==> config.mk <==
export PLATFORM = sky130hd
export DESIGN_NAME = mvt_merge
export DESIGN_NICKNAME = d
export VERILOG_FILES = /design/src/rtl/mvt_pkg.sv /design/src/rtl/mvt_merge.sv
export SDC_FILE = /design/constraint.sdc
export NUM_CORES = 1
export LEC_CHECK = 0
export ABC_AREA = 1
export CORE_MARGIN = 2
export CORE_UTILIZATION = 35
export DETAILED_ROUTE_END_ITERATION = 12
export DONT_BUFFER_PORTS = 1
export GPL_TIMING_DRIVEN = 0
export HOLD_SLACK_MARGIN = 0.03
export SLEW_MARGIN = 25
export SYNTH_ARGS = -nofsm -noshare
export SYNTH_HDL_FRONTEND = slang
export SYNTH_SLANG_ARGS = --single-unit
==> constraint.sdc <==
create_clock -name clk_i -period 4.8 [get_ports clk_i]
set_input_delay 0.48 -clock clk_i [delete_from_list [all_inputs] [get_ports clk_i]]
set_output_delay 0.48 -clock clk_i [all_outputs]
set_load 0.005 [all_outputs]
==> src/rtl/mvt_pkg.sv <==
`timescale 1ns / 1ps
// ----------------------------------------------------------------------------
// mvt_pkg
// shared widths, types and reset constants for the 4x4 matrix-vector block
// ----------------------------------------------------------------------------
package mvt_pkg;

  localparam int MatrixDim = 4;
  localparam int NumRegs   = (MatrixDim * MatrixDim) / 2;
  localparam int CfgIdxW   = 4;
  localparam int CfgDataW  = 64;
  localparam int CoefW     = 32;
  localparam int ProdW     = 2 * CoefW;
  localparam int PairW     = ProdW + 1;
  localparam int SumW      = ProdW + 2;
  localparam int FracBits  = 16;
  localparam int WordW     = MatrixDim * CoefW;

  typedef logic signed [CoefW-1:0] coef_t;
  typedef logic        [CfgDataW-1:0] cfg_word_t;

  // load enables of the three lane pipeline stages
  typedef struct packed {
    logic ld1;
    logic ld2;
    logic ld3;
  } stage_en_t;

  // identity matrix, two coefficients per register
  localparam cfg_word_t CfgReset [NumRegs] = '{
    64'h0000_0000_0001_0000,
    64'h0000_0000_0000_0000,
    64'h0001_0000_0000_0000,
    64'h0000_0000_0000_0000,
    64'h0000_0000_0000_0000,
    64'h0000_0000_0001_0000,
    64'h0000_0000_0000_0000,
    64'h0001_0000_0000_0000
  };

endpackage

==> src/rtl/mvt_merge.sv <==
`timescale 1ns / 1ps
// ----------------------------------------------------------------------------
// mvt_merge
// gathers the four lane results and the clamp flags into the output register
// ----------------------------------------------------------------------------
module mvt_merge import mvt_pkg::*; (
  input  logic             clk_i,
  input  logic             rst_ni,
  input  logic             valid_i,
  input  coef_t            res_i [MatrixDim],
  input  logic [MatrixDim-1:0] sat_i,
  output logic             ready_o,
  output logic             m_axis_tvalid,
  input  logic             m_axis_tready,
  output logic [WordW-1:0] m_axis_tdata,
  output logic             m_axis_tuser
);

  logic             valid_q, valid_d;
  logic [WordW-1:0] data_q;
  logic             sat_q;

  assign ready_o = !valid_q || m_axis_tready;
  assign valid_d = ready_o ? valid_i : valid_q;

  always_ff @(posedge clk_i or negedge rst_ni) begin
    if (!rst_ni) begin
      valid_q <= 1'b0;
    end else begin
      valid_q <= valid_d;
    end
  end

  always_ff @(posedge clk_i) begin
    if (ready_o) begin
      for (int r = 0; r < MatrixDim; r++) begin
        data_q[r*CoefW +: CoefW] <= res_i[r];
      end
      sat_q <= |sat_i;
    end
  end

  assign m_axis_tvalid = valid_q;
  assign m_axis_tdata  = data_q;
  assign m_axis_tuser  = sat_q;

endmodule

==> impl_metrics.ini, run 1 <==
[outcome]
status = stopped before the end
failed_stage = 5_1_grt
error = [ERROR RSZ-0060] Max buffer count reached.

[clock_network]
cts_sinks = 130
cts.path.max_buffers = 2
cts_resized = 0
cts-root-buf = clkbuf_8
holdBufCountCts = 1
htreeDepth = 4
numCtsBuffers = 17
post_cts_buffers = 0

[logic_synthesis]
yosysUniqueCellTypes = 6
yosysMostFrequentCell = edfxtp_1
synth_cells = 137
synth_top_area_share_pct = 98.6
synth_async_sr_flop_share_pct = 0.769
synth-edff-count = 129
postSynthAreaPerCell_um2 = 28.7
ys_warn_count = 0
synth_seq_cells = 130
ys_top_cells_by_count = edfxtp_1 (129), inv_1 (2), nand2_2 (2), nor2_1 (2)
syn_nets = 273
synth.largest_area_cell = edfxtp_1
synth_ff_type = edfxtp_1
synth_area_leaders = edfxtp_1 (99%), dfrtp_1 (0.64%), nand2_2 (0.32%)
yosysSeqAreaShare_pct = 99.2
syn-cell-area_um2 = 3930

[die]
io_pins = 267
fp.dieH_um = 110
die_w_um = 110
start_util_pct = 36.1
rows = 38

[placement]
place_congestion = 0.771
portBuffers = 0
place_ws_ns = 3.15
dp.cells = 278

[global_routing]
grt_max_degree = 75
[metrics by stage]
stage | utilization, % | instance area [um^2]
after floorplan | - | 3930
after global placement | 37.7 | 4110
after CTS | 43.8 | 4770
after detailed placement | 38.1 | 4150
[kinds of logic after synthesis]
kind of cell / share of synthesized area [%]
buf+inv: 0.191
flops: 99.2
simple gates: 0.605
==> run 2, diff against run 1 <==
CORE_UTILIZATION = 20   (was 35)
HOLD_SLACK_MARGIN = not set   (was 0.03)
PLACE_DENSITY_LB_ADDON = 0.15   (was not set)
==> run 2 against run 1 <==
The run now ends clean. Area after synthesis is the same. Synthesized cell count stayed put.
==> impl_metrics.ini, run 2 <==
[outcome]
status = finished clean

[die]
die-area_um2 = 20800
die_w_um = 144
core_area_um2 = 19400
rows = 51
io_pins = 267
start_util_pct = 20.3
fp.dieH_um = 144

[timing]
hold_violations = 0
period_share_pct = 43.2
timing.hold.ws_ns = 0.162
period_minus_slack_ns = 2.07
worst_slew_pin_slew_ns = 0.518
fin_skew_ns = 0.00565
slew_viol_final = 0
max_freq_mhz = 482
slew_headroom_pct = 65.4
setup_viol = 0
rsz0062_at_grt = false
tns_ns = 0

[logic_synthesis]
synth_seq_cells = 130
synth.largest_area_cell = edfxtp_1
synth_cells = 137
syn-cell-area_um2 = 3930
synth_xor_area_share_pct = 0
yosysUniqueCellTypes = 6
synth_compound_area_share_pct = 0
yosysMostFrequentCell = edfxtp_1
yosys.area_share.simple_pct = 0.605
synth-edff-count = 129
synth_area_leaders = edfxtp_1 (99%), dfrtp_1 (0.64%), nand2_2 (0.32%)
synthMuxAreaShare_pct = 0
yosysSeqAreaShare_pct = 99.2
synth_ff_type = edfxtp_1
syn_nets = 273
synth_top_family_by_area = simple AND/OR/NAND/NOR gates
ys_top_cells_by_count = edfxtp_1 (129), inv_1 (2), nand2_2 (2), nor2_1 (2)
ys_warn_count = 0
synthAdderAreaFrac_pct = 0
synth_top_area_share_pct = 98.6
postSynthAreaPerCell_um2 = 28.7
synth_async_sr_flop_share_pct = 0.769

[clock_network]
cts_tree = built
post_cts_buffers = 0
cts_sinks = 130
htreeDepth = 4
clk_pin_slew_ns = 0.07
cts.path.max_buffers = 2
cts-root-buf = clkbuf_16
numCtsBuffers = 17
clk_latency_ns = 0.41

[cells_and_area]
area_growth_pct = 24.7
drive_above_1_share_pct = 20.5
multi_input_area_um2 = 37.5
largest_reg_flops = 128
layout.nets = 294
register_area_um2 = 3900
final_cell_mix = edfxtp_1 (129), clkbuf_16 (17), inv_6 (5)
final_common_cell = edfxtp_1
n_fill_cell = 1984
diodes = 0

[global_routing]
grt-busiest-layer = met2
grt_util_met2_pct = 12.8
met3_usage_pct = 8.05
track_usage_pct = 8.12
grt_overflow = 0
grt.met1_usage_pct = 6.32
grt_pass1_vias = 1658
antenna_found_initial = 5
grt_max_degree = 102
grt_pass1_wl_um = 11100

[critical_path]
crit_fanout = 101
critical_path.cell_chain = nand2_8, buf_16
rr_startpoint = m_axis_tvalid$_DFFE_PN0P_
start_kind = flop
required_ns = 4.32
worst-setup-path-type = flop to primary output
reg2reg_slack_ns = 3.21
crit_path_max_incr_delay_ns = 0.46
path_buf_inv = 1
path_delay_family = flip-flops
reg2reg_depth = 2
endpoint_kind = primary output
r2r-end = m_axis_tdata[69]$_DFFE_PP_
arrival_ns = 1.59
crit_slowest_cell = dfrtp_1

[pwr]
power.internal_w = 0.00205
power.leakage_nw = 1.63
share_seq_of_total_power_pct = 52.3
switchingPower_w = 0.000618
pwr-share-comb_pct = 1.3
vdd_drop_max_uv = 184
p_clk_share_pct = 46.4
power.switching_fraction_pct = 23.2
p_per_area_nw_per_um2 = 544

[detailed_routing]
ant_nets = 0
first_iter_violations = 110
wl_per_cell_um = 19.4
viasPerCell = 3.37
drt_pass1_iterations = 4
vias = 1469
drc = 0
wirelength_um = 8470

[min_path]
worstHoldStart = res_i[1]
holdCritPathClass = input pin to flop
worstHoldPathCells = 0
worstHoldEndpoint = m_axis_tdata[97]$_DFFE_PP_

[placement]
place_congestion = 0.686
portBuffers = 0

[flow_run]
maxCapViolCount = 0
-- run 2: cell counts after synthesis --
Identical to the previous run, type by type.
-- run 2: logic make-up (layout without fill, tap and decap cells) --
logic type,Yosys count,in the layout
AND/OR/NAND/NOR,5,5
flip-flops,130,130
buffers and inverters,2,36
-- run 2: metal layers --
layer	part of all wire, %	vias up	wire (um)
met3	17	15	1420
met1	28	698	2410
met4	1.7	8	146
met5	0.67	-	57
li1	-	600	-
met2	52	148	4440
-- run 2: worst max-delay path by stage --
| stage | from | endpoint | slack, ns | cells past startpoint |
|---|---|---|---|---|
| 4_1_cts | m_axis_tvalid$_DFFE_PN0P_ | ready_o | 2.68 | 2 |
| 3_5_place_dp | m_axis_tready | ready_o | 3.07 | 3 |
| 2_1_floorplan | m_axis_tready | ready_o | 2.24 | 2 |
| 6_report | m_axis_tvalid$_DFFE_PN0P_ | ready_o | 2.73 | 2 |
| 3_3_place_gp | m_axis_tready | ready_o | 1.86 | 2 |
| 5_1_grt | m_axis_tvalid$_DFFE_PN0P_ | ready_o | 2.62 | 2 |
-- run 2: power by group through the flow --
stage | Sequential, W | Combinational (W) | Clock [W]
floorplan | 0.00140 | 0.0000215 | 0
global route | 0.00141 | 0.0000378 | 0.00134
CTS | 0.00140 | 0.0000347 | 0.00128
finish | 0.00140 | 0.0000340 | 0.00124
global placement | 0.00143 | 0.0000264 | 0
detailed placement | 0.00142 | 0.0000338 | 0
-- run 2: per-stage QoR --
step | power, W | util, % | instances | worst slack, ns | cell area (um^2)
5_1_grt | 0.00279 | 25.3 | 436 | 2.62 | 4900
4_1_cts | 0.00272 | 25.3 | 436 | 2.68 | 4900
3_5_place_dp | 0.00145 | 22.2 | 403 | 3.07 | 4300
2_1_floorplan | 0.00142 | - | 137 | 2.24 | 3930
3_3_place_gp | 0.00146 | 22.0 | 402 | 1.86 | 4260
6_report | 0.00267 | 25.3 | 436 | 2.73 | 4900
-- run 2: layout make-up --
cell class | instances | area share [%]
well taps | 265 | 6.77
flip-flops and latches | 130 | 79.6
repair buffers | 2 | 0.766
clock buffers | 17 | 8.68
multi-input cells | 5 | 0.766
inverters | 2 | 0.153
clock inverters | 15 | 3.32
-- run 2: timing repair --
| item | in CTS | in global routing |
|---|---|---|
| hold endpoints to repair | 1 | 0 |
| resized for setup | 0 | 0 |
| hold buffers | 1 | 0 |
(Power assumes the default switching activity.)
==> run 3, diff against run 2 <==
clock period = 1.9 ns   (was 4.8 ns; I/O delays follow)
==> run 3 against run 2 <==
Area after synthesis stayed put. Synthesized cell count stayed put. The run now fails in 4_1_cts.
==> impl_metrics.ini, run 3 <==
[logic_synthesis]
synth_area_leaders = edfxtp_1 (99%), dfrtp_1 (0.64%), nand2_2 (0.32%)
ys_top_cells_by_count = edfxtp_1 (129), inv_1 (2), nand2_2 (2), nor2_1 (2)
postSynthAreaPerCell_um2 = 28.7
yosysSeqAreaShare_pct = 99.2
synth_top_area_share_pct = 98.6
yosysMostFrequentCell = edfxtp_1
synth.largest_area_cell = edfxtp_1
yosysUniqueCellTypes = 6
syn_nets = 273
synth_cells = 137
syn-cell-area_um2 = 3930
ys_warn_count = 0
synth-edff-count = 129
synth_seq_cells = 130
synth_ff_type = edfxtp_1
synth_async_sr_flop_share_pct = 0.769

[placement]
place_congestion = 0.644
dp.cells = 403
dpl_cell_area_um2 = 4300
portBuffers = 0

[die]
die_w_um = 144
rows = 51
start_util_pct = 20.3
io_pins = 267
fp.dieH_um = 144

[clock_network]
cts.path.max_buffers = 2
cts_sinks = 130
cts-root-buf = clkbuf_16
post_cts_buffers = 0
numCtsBuffers = 17
holdBufCountCts = 101
htreeDepth = 4
cts_resized = 0

[outcome]
failed_stage = 4_1_cts
status = stopped before the end
error = [ERROR RSZ-0060] Max buffer count reached.
[run 3: cell counts after synthesis]
Identical to the previous run, type by type.
[run 3: stage by stage]
stage	worst slack (ns)	util [%]
3_3_place_gp	-0.112	22.0
2_1_floorplan	0.179	-
3_5_place_dp	0.289	22.2
[run 3: cell families after synthesis]
kind of cell	synth area share, %
DFF	99.2
and+or+nand+nor	0.605
buffers and inverters	0.191
